<file path="config.mk">
export PLATFORM = sky130hd
export DESIGN_NAME = ordered_list_insert_erase
export DESIGN_NICKNAME = d
export VERILOG_FILES = /design/src/rtl/olie_pkg.sv /design/src/rtl/olie_cell.sv /design/src/rtl/olie_ctrl.sv /design/src/rtl/ordered_list_insert_erase.sv
export SDC_FILE = /design/constraint.sdc
export NUM_CORES = 2
export LEC_CHECK = 0
export ABC_AREA = 1
export BUFFER_PORTS_ARGS = -buffer_cell sky130_fd_sc_hd__buf_4
export CAP_MARGIN = 15
export CORE_MARGIN = 2
export CORE_UTILIZATION = 40
export CTS_BUF_LIST = sky130_fd_sc_hd__clkbuf_8
export CTS_CLUSTER_DIAMETER = 150
export DETAILED_ROUTE_END_ITERATION = 12
export GPL_ROUTABILITY_DRIVEN = 1
export PLACE_DENSITY_LB_ADDON = 0.05
export SYNTH_ARGS = -nofsm -noshare
export SYNTH_HDL_FRONTEND = slang
export SYNTH_HIERARCHICAL = 1
export SYNTH_SLANG_ARGS = --single-unit
</file>
<file path="constraint.sdc">
create_clock -name clock -period 9.7 [get_ports clock]
set_input_delay 1.94 -clock clock [delete_from_list [all_inputs] [get_ports clock]]
set_output_delay 1.94 -clock clock [all_outputs]
set_load 0.01 [all_outputs]
</file>
<file path="src/rtl/olie_pkg.sv">
// Shared types and constants for the ordered list block.
// Used by olie_ctrl, olie_cell and ordered_list_insert_erase; depends on nothing.
`default_nettype none

package olie_pkg;

   // Index and count width inside the cell row, enough for the largest supported capacity.
   localparam int IDX_W = 9;

   typedef enum logic [2:0] {
      REQ_APPEND      = 3'd0,
      REQ_REMOVE_LAST = 3'd1,
      REQ_INSERT      = 3'd2,
      REQ_ERASE       = 3'd3,
      REQ_CLEAR       = 3'd4
   } req_op_type;

   typedef enum logic [1:0] {
      ST_OK      = 2'd0,
      ST_FULL    = 2'd1,
      ST_EMPTY   = 2'd2,
      ST_BAD_POS = 2'd3
   } status_type;

   typedef enum logic [1:0] {
      SHIFT_HOLD   = 2'd0,
      SHIFT_INSERT = 2'd1,
      SHIFT_ERASE  = 2'd2
   } shift_op_type;

   // Command broadcast from the controller to every cell.
   typedef struct packed {
      shift_op_type     op;
      logic [IDX_W-1:0] pos;
      logic [IDX_W-1:0] count;
      logic             rd_en;
      logic [IDX_W-1:0] rd_idx;
   } cell_cmd_type;

endpackage

`default_nettype wire

</file>
<file path="src/rtl/olie_cell.sv">
// One storage cell of the ordered list row.
// Depends on olie_pkg; instantiated once per entry by ordered_list_insert_erase.
`default_nettype none

module olie_cell
   import olie_pkg::*;
#(
   parameter int INDEX      = 0,
   parameter int DATA_WIDTH = 32
) (
   input  wire logic                  clock,
   input  wire cell_cmd_type          cmd,
   input  wire logic [DATA_WIDTH-1:0] new_value,
   input  wire logic [DATA_WIDTH-1:0] left_data,
   input  wire logic [DATA_WIDTH-1:0] right_data,
   output logic      [DATA_WIDTH-1:0] entry,
   output logic      [DATA_WIDTH-1:0] tap
);

   localparam logic [IDX_W-1:0] MY_IDX = IDX_W'(INDEX);

   logic [DATA_WIDTH-1:0] entry_ff;
   logic [DATA_WIDTH-1:0] entry_in;

   always_comb begin
      entry_in = entry_ff;
      unique case (cmd.op)
         SHIFT_INSERT: begin
            // The target cell takes the new item; cells above it up to the old count move up.
            if (MY_IDX == cmd.pos) begin
               entry_in = new_value;
            end else if (MY_IDX > cmd.pos && MY_IDX <= cmd.count) begin
               entry_in = left_data;
            end
         end
         SHIFT_ERASE: begin
            if (MY_IDX >= cmd.pos && (MY_IDX + 1'b1) < cmd.count) begin
               entry_in = right_data;
            end
         end
         SHIFT_HOLD: begin
            entry_in = entry_ff;
         end
         default: begin
            entry_in = entry_ff;
         end
      endcase
   end

   always_ff @(posedge clock) begin
      entry_ff <= entry_in;
   end

   assign entry = entry_ff;
   assign tap   = (cmd.rd_en && MY_IDX == cmd.rd_idx) ? entry_ff : '0;

endmodule

`default_nettype wire

</file>
<file path="src/rtl/olie_ctrl.sv">
// Count register and request decode for the ordered list.
// Depends on olie_pkg; drives the command that all cells share.
`default_nettype none

module olie_ctrl
   import olie_pkg::*;
#(
   parameter int CAPACITY = 16,
   parameter int CNT_W    = 5
) (
   input  wire logic             clock,
   input  wire logic             reset,
   input  wire logic             accept,
   input  wire logic [2:0]       req_type,
   input  wire logic [4:0]       req_position,
   output cell_cmd_type          cmd,
   output status_type            status,
   output logic      [CNT_W-1:0] count_next
);

   logic [CNT_W-1:0] count_ff;
   logic [CNT_W-1:0] count_in;

   logic [IDX_W-1:0] count_x;
   logic [IDX_W-1:0] pos_x;
   logic [IDX_W-1:0] cap_x;
   logic [IDX_W-1:0] count_new;
   cell_cmd_type     cmd_dec;

   assign count_x = IDX_W'(count_ff);
   assign pos_x   = IDX_W'(req_position);
   assign cap_x   = IDX_W'(CAPACITY);

   always_comb begin
      status         = ST_OK;
      count_new      = count_x;
      cmd_dec.op     = SHIFT_HOLD;
      cmd_dec.pos    = pos_x;
      cmd_dec.count  = count_x;
      cmd_dec.rd_en  = 1'b0;
      cmd_dec.rd_idx = count_x - 1'b1;
      unique case (req_op_type'(req_type))
         REQ_APPEND: begin
            if (count_x >= cap_x) begin
               status = ST_FULL;
            end else begin
               // An append is an insert at the current end of the list.
               cmd_dec.op  = SHIFT_INSERT;
               cmd_dec.pos = count_x;
               count_new   = count_x + 1'b1;
            end
         end
         REQ_REMOVE_LAST: begin
            if (count_x == '0) begin
               status = ST_EMPTY;
            end else begin
               cmd_dec.rd_en = 1'b1;
               count_new     = count_x - 1'b1;
            end
         end
         REQ_INSERT: begin
            if (pos_x > count_x) begin
               status = ST_BAD_POS;
            end else if (count_x >= cap_x) begin
               status = ST_FULL;
            end else begin
               cmd_dec.op = SHIFT_INSERT;
               count_new  = count_x + 1'b1;
            end
         end
         REQ_ERASE: begin
            if (count_x == '0) begin
               status = ST_EMPTY;
            end else if (pos_x >= count_x) begin
               status = ST_BAD_POS;
            end else begin
               cmd_dec.op     = SHIFT_ERASE;
               cmd_dec.rd_en  = 1'b1;
               cmd_dec.rd_idx = pos_x;
               count_new      = count_x - 1'b1;
            end
         end
         REQ_CLEAR: begin
            count_new = '0;
         end
         default: begin
            count_new = count_x;
         end
      endcase
   end

   always_comb begin
      cmd = cmd_dec;
      if (!accept) begin
         cmd.op = SHIFT_HOLD;
      end
   end

   assign count_next = CNT_W'(count_new);
   assign count_in   = accept ? count_next : count_ff;

   always_ff @(posedge clock) begin
      if (reset) begin
         count_ff <= '0;
      end else begin
         count_ff <= count_in;
      end
   end

   a_count_in_range: assert property (@(posedge clock) disable iff (reset)
      count_x <= cap_x)
      else $error("entry count exceeds capacity");

   a_clear_empties: assert property (@(posedge clock) disable iff (reset)
      accept && req_type == REQ_CLEAR |=> count_ff == '0)
      else $error("clear did not empty the list");

   a_reject_keeps_count: assert property (@(posedge clock) disable iff (reset)
      accept && status != ST_OK |=> count_ff == $past(count_ff))
      else $error("rejected item changed the entry count");

endmodule

`default_nettype wire

</file>
<file path="src/rtl/ordered_list_insert_erase.sv">
// Ordered list with insert, erase, append, remove-last and clear.
// The list is a row of cells; the affected cells shift at once on insert or erase.
// The block takes one item per clock cycle as long as the result side keeps up;
// each result appears in the output register in the cycle after its item is
// accepted. Insert and erase move every affected cell to its neighbor in that
// same cycle, and the removed value is picked from the cells before the shift.
// Depends on olie_pkg, olie_ctrl and olie_cell.
`default_nettype none

module ordered_list_insert_erase
   import olie_pkg::*;
#(
   parameter int CAPACITY   = 16,
   parameter int DATA_WIDTH = 32
) (
   input  wire logic        clock,
   input  wire logic        reset,

   input  wire logic        req_valid,
   output logic             req_stall,
   input  wire logic [2:0]  req_type,
   input  wire logic [4:0]  req_position,
   input  wire logic [31:0] req_entry_value,

   output logic             rsp_valid,
   input  wire logic        rsp_stall,
   output logic [1:0]       rsp_status,
   output logic [4:0]       rsp_entry_count,
   output logic             rsp_is_empty,
   output logic [31:0]      rsp_removed_value
);

   localparam int CNT_W = $clog2(CAPACITY + 1);

   logic                  accept;
   cell_cmd_type          cmd;
   status_type            status;
   logic [CNT_W-1:0]      count_next;
   logic [DATA_WIDTH-1:0] new_value;
   logic [DATA_WIDTH-1:0] entry [CAPACITY];
   logic [DATA_WIDTH-1:0] tap   [CAPACITY];
   logic [DATA_WIDTH-1:0] removed;

   logic        rsp_valid_ff;
   logic        rsp_valid_in;
   logic [1:0]  status_ff;
   logic [4:0]  count_ff;
   logic        empty_ff;
   logic [31:0] removed_ff;

   // A new item may enter whenever the output register is free or being emptied,
   // and never while reset is held.
   assign req_stall = reset || (rsp_valid_ff && rsp_stall);
   assign accept    = req_valid && !req_stall;
   assign new_value = DATA_WIDTH'(req_entry_value);

   olie_ctrl #(
      .CAPACITY (CAPACITY),
      .CNT_W    (CNT_W)
   ) u_ctrl (
      .clock        (clock),
      .reset        (reset),
      .accept       (accept),
      .req_type     (req_type),
      .req_position (req_position),
      .cmd          (cmd),
      .status       (status),
      .count_next   (count_next)
   );

   for (genvar i = 0; i < CAPACITY; i++) begin : g_cell
      logic [DATA_WIDTH-1:0] left_data;
      logic [DATA_WIDTH-1:0] right_data;

      if (i == 0) begin : g_first
         assign left_data = '0;
      end else begin : g_left
         assign left_data = entry[i-1];
      end

      if (i == CAPACITY - 1) begin : g_last
         assign right_data = '0;
      end else begin : g_right
         assign right_data = entry[i+1];
      end

      olie_cell #(
         .INDEX      (i),
         .DATA_WIDTH (DATA_WIDTH)
      ) u_cell (
         .clock      (clock),
         .cmd        (cmd),
         .new_value  (new_value),
         .left_data  (left_data),
         .right_data (right_data),
         .entry      (entry[i]),
         .tap        (tap[i])
      );
   end

   // At most one cell drives a nonzero tap, so an OR gathers the removed entry.
   always_comb begin
      removed = '0;
      for (int i = 0; i < CAPACITY; i++) begin
         removed = removed | tap[i];
      end
   end

   always_comb begin
      rsp_valid_in = rsp_valid_ff;
      if (accept) begin
         rsp_valid_in = 1'b1;
      end else if (!rsp_stall) begin
         rsp_valid_in = 1'b0;
      end
   end

   always_ff @(posedge clock) begin
      if (reset) begin
         rsp_valid_ff <= 1'b0;
      end else begin
         rsp_valid_ff <= rsp_valid_in;
      end
   end

   always_ff @(posedge clock) begin
      if (accept) begin
         status_ff  <= status;
         count_ff   <= 5'(count_next);
         empty_ff   <= (count_next == '0);
         removed_ff <= 32'(removed);
      end
   end

   assign rsp_valid         = rsp_valid_ff;
   assign rsp_status        = status_ff;
   assign rsp_entry_count   = count_ff;
   assign rsp_is_empty      = empty_ff;
   assign rsp_removed_value = removed_ff;

   a_result_follows: assert property (@(posedge clock) disable iff (reset)
      accept |=> rsp_valid_ff)
      else $error("accepted item produced no result");

   a_removed_only_ok: assert property (@(posedge clock) disable iff (reset)
      rsp_valid_ff && rsp_status != ST_OK |-> rsp_removed_value == '0)
      else $error("failed item reported a removed value");

   a_empty_status_flag: assert property (@(posedge clock) disable iff (reset)
      rsp_valid_ff && rsp_status == ST_EMPTY |-> rsp_is_empty)
      else $error("empty status on a list that holds entries");

endmodule

`default_nettype wire
</file>
# == Word level (Yosys, flattened, before mapping) ==
# Cells that the tools add are included.
# classes
addsub,2
n_lt_le_gt_ge,67
eq_ne,69
mux,107
bitwise_logic,15
reduce_logical,74
# ops
operator,n
two-way mux 32 bit,64
one-hot mux 32 bit (2 select lines),16
bitwise OR 32 bit,15
== test 4 x 9 -> 1 bit (first input constant),16
== test 3 x 9 -> 1 bit (first input constant),8
greater-or-equal comparator 4 x 9 -> 1 bit (first input constant),8
> comparator 4 x 9 -> 1 bit (first input constant),8
logical AND 1 bit,50
!= test 3 x 1 -> 1 bit (second input constant),16
AND reduction 3 bit,16
less-or-equal comparator 4 x 5 -> 1 bit (first input constant),8
< comparator 4 x 5 -> 1 bit (first input constant),8
== test 2 x 9 -> 1 bit (first input constant),4
greater-or-equal comparator 3 x 9 -> 1 bit (first input constant),4
> comparator 3 x 9 -> 1 bit (first input constant),4
!= test 2 x 1 -> 1 bit (second input constant),17
two-way mux 10 bit,3
logical NOT 9 bit,3
two-way mux 5 bit,5
one-hot mux 5 bit (5 select lines),1
less-or-equal comparator 3 x 5 -> 1 bit (first input constant),4
< comparator 3 x 5 -> 1 bit (first input constant),4
== test 1 x 9 -> 1 bit (first input constant),2
greater-or-equal comparator 1 x 9 -> 1 bit (first input constant),2
other kinds (29),48
# totals
register_bits,558
inputBits,44
output_inout_bits,42
word_cells,356

# == Logic depth before layout (Yosys ltp) ==
# depth
word_depth,22
ltp_mapped,23
ltp_nobuf,20

# == By module ==
# The synthesis kept the hierarchy.
# modules_own_cells
mod,n_inst,cells_per_inst,area_each_um2,seq_area_each_um2
ordered_list_insert_erase,1,532,3065.4,1221.2
olie_cell (g_cell[11].u_cell),1,354,2727.6,960.9
olie_cell (g_cell[7].u_cell),1,345,2638.8,960.9
olie_cell (g_cell[4].u_cell),1,346,2598.7,960.9
olie_cell (g_cell[6].u_cell),1,341,2562.5,960.9
olie_cell (g_cell[2].u_cell),1,385,2533.7,960.9
olie_cell (g_cell[14].u_cell),1,375,2486.1,960.9
olie_cell (g_cell[3].u_cell),1,379,2466.1,960.9
olie_cell (g_cell[13].u_cell),1,385,2459.9,960.9
olie_cell (g_cell[10].u_cell),1,381,2449.8,960.9
olie_cell (g_cell[0].u_cell),1,342,2444.8,960.9
olie_cell (g_cell[12].u_cell),1,380,2437.3,960.9
olie_cell (g_cell[15].u_cell),1,371,2412.3,960.9
olie_cell (g_cell[8].u_cell),1,344,2394.8,960.9
4 more rows,n/a,n/a,n/a,n/a

# == Worst setup path after synthesis ==
# OpenSTA, ideal clock, no wires.
# synth_timing
kind,input to register
start,input rsp_stall
end,"register g_cell[0].u_cell.entry_ff[0], enable pin"
setup_time_ns,0.422
arrival_ns,8.202
required_time_ns,9.278
slack_ns,1.076
stages,13
n_path_buf,1
cell_sequence,nand2_1 > nand2_1 > nor2_1 > inv_1 > a21oi_1 > inv_1 > ha_1 > buf_2 > inv_1 > nor2_1 > nand4_1 > nand2_1 > nor2_1
# synth_rtl
element,line,text
start: declaration,ordered_list_insert_erase.sv:26,"input wire logic rsp_stall,"
end signal: assignment,olie_cell.sv:51,entry_ff <= entry_in;
end: declaration,olie_cell.sv:22,logic [DATA_WIDTH-1:0] entry_ff;

==> results.tsv <==
stage	metric	value	unit
yosys	synth_compound_area_share	3.06	%
pwr	combPwrFrac	9.2	%
pwr	p_leak	0.0254	µW
place	port-buffer-count	85	
yosys	muxShareOfSynthArea	0	%
yosys	synth_cells	6581	
floorplan	initial_utilization	40.4	%
clocking	cts_buffer_depth	3	
clocking	cts_setup_buffers	0	
critical_path	cp-end-kind	flip-flop	
global_routing	grt_pass1_vias	36500	
critical_path	criticalPathCategory	in2reg	
clocking	htreeDepth	3	
drt	drc	0	
sta	finalCriticalPeriod	5400	ps
floorplan	core_area	109000	µm²
clocking	clk_latency	790	ps
drt	postRouteAntennaNets	0	
yosys	ys_seq_elements	558	
sta	max_slew_margin	24.4	%
drt	vias_per_cell	4.85	
floorplan	die_x	336	µm
clocking	cts_resized	0	
yosys	yosysWarnings	6	
clocking	cts_sinks	558	
yosys	yosysTopAreaCellShare	37.6	%
sta	drv_slew	0	
global_routing	grt_max_degree	65	
sta	hold_viol_final	0	
floorplan	io-pin-count	86	
clocking	clkTransAtPathRegs	60	ps
yosys	synth_seq_area_share	37.9	%
sta	max_freq	185	MHz
drt	dr.pass1.iters	5	
pwr	p_sw	1550	µW
yosys	synth_area_leaders	edfxtp_1 (38%), nand2_1 (15%), inv_1 (13%)	
place	dp_hpwl	104	mm
clocking	clockRootBuffer	clkbuf_8	
hold_path	min_from	rsp_valid	
place	place_congestion	0.884	
yosys	syn_area_per_cell	6.70	µm²
pwr	pwr-share-clk	42.6	%
yosys	yosysTopAreaCell	edfxtp_1	
drt	drtIter0Drc	3530	
yosys	syn-cell-area	44100	µm²
critical_path	worstSetupStartpointType	primary input	
floorplan	rows	121	
yosys	synth_xor_area_share	0.0994	%
floorplan	die-area	113000	µm²
run_status	status	completed	
global_routing	gr-total-overflow	0	
clocking	tritoncts	yes	
hold_path	hp-class	reg2reg	
sta	finClkSkew	39.3	ps
pwr	p_per_area	116	nW/µm²
yosys	synth_top_family_by_area	simple AND/OR/NAND/NOR gates	
global_routing	grt_usage	27.0	%
global_routing	antenna_found_initial	1	
pwr	p_seq_share	48.1	%
pwr	switching_share	28.2	%
critical_path	critPathLaunch	req_type[1]	
critical_path	r2r-start	u_ctrl/count_ff[3]	
layout	fin_nets	6686	
sta	fin_setup_tns	0	ps
layout	synthToLayoutAreaGrowth	7.55	%
flow_run	drv_cap	0	
drt	avgRoutedWirePerCell	19.0	µm
critical_path	cp_data_arrival_time	5780	ps
drt	vias	39500	
drt	routed_wl	155	mm
clocking	numCtsBuffers	113	
pwr	p_int	3940	µW
yosys	yosys.area_share.simple	40.6	%
global_routing	grt_pass1_wl	234	mm
pwr	total_power	5490	µW
pwr	peakVddDrop	0.0864	mV
yosys	synth_adder_area_share	0.312	%
sta	setup_viol	0	
layout	drive_above_1_share	9.50	%
floorplan	die_h	336	µm
yosys	synth.distinct_cells	48	
critical_path	cp_max_fo	34	
critical_path	worstPathRequired	10080	ps
clocking	cts_hold_buf	0	
sta	worst_pin_slew	1130	ps
sta	post-route-period-util	55.7	%
sta	rsz0062_at_grt	false	
==> worst paths after layout <==
path | end | slack [ps] | cells after the start
worst max-delay path | g_cell[0].u_cell/entry[12] | 4300 | 18
worst min-delay path | rsp_valid | 490 | 2
worst max register to register | g_cell[0].u_cell/entry[12] | 4760 | 19
worst min register to register | rsp_valid | 490 | 2
==> critical path, stage by stage <==
cell and delay [ps]:
buf_4 130, inv_2 60, nand2_1 60, nor2_1 210
inv_2 110, nor2_2 310, inv_1 180, a21oi_4 160
buf_4 430, inv_1 90, ha_1 210, buf_4 260
inv_1 100, buf_4 360, nor2_1 80, nand4_1 100
nand2_1 90, nor2_4 830
==> registers in the layout, summed over array words and instances, names as in the netlist <==
| register | count |
|---|---|
| rsp_status | 2 |
| rsp_valid | 1 |
| g_cell.u_cell/entry | 512 |
| rsp_removed_value | 32 |
| rsp_entry_count | 5 |
| u_ctrl/count_ff | 5 |
| rsp_is_empty | 1 |
==> synthesized netlist by cell type (all sizes together) <==
cell / count
inv: 1512
o21a: 3
nand2: 1855
and3: 2
conb: 2
xor2: 3
o21bai: 129
nand3b: 76
nor3: 21
o211ai: 1
nor4: 14
and2: 1
and3b: 2
clkbuf: 45
nand3: 956
nor2: 1044
o21ai: 22
edfxtp: 552
buf: 271
or2: 9
dfxtp: 6
xnor2: 2
a21oi: 18
nor3b: 3
ha: 11
nand4: 21
==> logic make-up (layout without fill, tap and decap cells) <==
group | after synthesis | count (layout)
flops | 558 | 558
fa+ha+maj | 11 | 11
buf+inv | 1828 | 1902
simple gates | 4004 | 4004
compound gates | 173 | 173
other cells | 2 | 75
xor+xnor | 5 | 5
==> power groups by stage <==
stage | sequential, µW | clock, µW | combinational, µW
2_1_floorplan | 2700 | 0 | 314
3_3_place_gp | 2690 | 0 | 483
3_5_place_dp | 2690 | 0 | 488
4_1_cts | 2640 | 2410 | 489
5_1_grt | 2640 | 2500 | 555
6_report | 2640 | 2340 | 508
==> placed cells by master, fill, tap and decap left out, types with 4 or more instances in the layout <==
cell,instances
nand3b_1,76
dfxtp_1,6
o21ai_0,16
a21oi_1,12
clkinv_1,37
nand3_2,11
ha_1,11
nor2_2,100
conb_1,72
nor4_1,12
nor3_1,17
nand2_1,1814
nand3_1,941
inv_2,24
edfxtp_1,552
nor2_4,73
nor2_8,8
inv_1,1525
nand2_4,9
buf_4,179
clkinv_2,8
clkbuf_8,119
nand4_1,20
nor2_1,863
nand3_4,4
a21oi_4,5
o21bai_2,40
nand2_2,32
o21bai_1,89
==> layer usage <==
metal | up-vias | track usage, % | part of all wire (%)
met1 | 18100 | 39.7 | 48
met5 | - | 0 | 0
met3 | 192 | 3.39 | 6.6
li1 | 20000 | - | -
met4 | 0 | 5.72 | 1.8
met2 | 1295 | 42.1 | 44
==> cell type report <==
type	count	area, µm²
clock buffers	119	1640
multi-input cells	4265	19800
flip-flops and latches	558	16700
repair buffers	181	1390
fillers	11600	61600
well taps	1414	1770
inverters	1512	5680
diodes	3	7.51
clock inverters	90	423
==> through the flow <==
step / instance area, µm² / setup slack [ps] / util (%) / instances / hold WS (ps)
after detailed placement: 45300 / 3430 / 41.5 / 7928 / 474
after floorplan: 44300 / 1080 / - / 6651 / 492
after global placement: 45300 / 3480 / 41.5 / 7928 / 478
after global routing: 47400 / 3990 / 43.5 / 8141 / 522
after CTS: 47300 / 4290 / 43.4 / 8137 / 486
final: 47400 / 4300 / 43.5 / 8142 / 487
(Power assumes the default switching activity.)
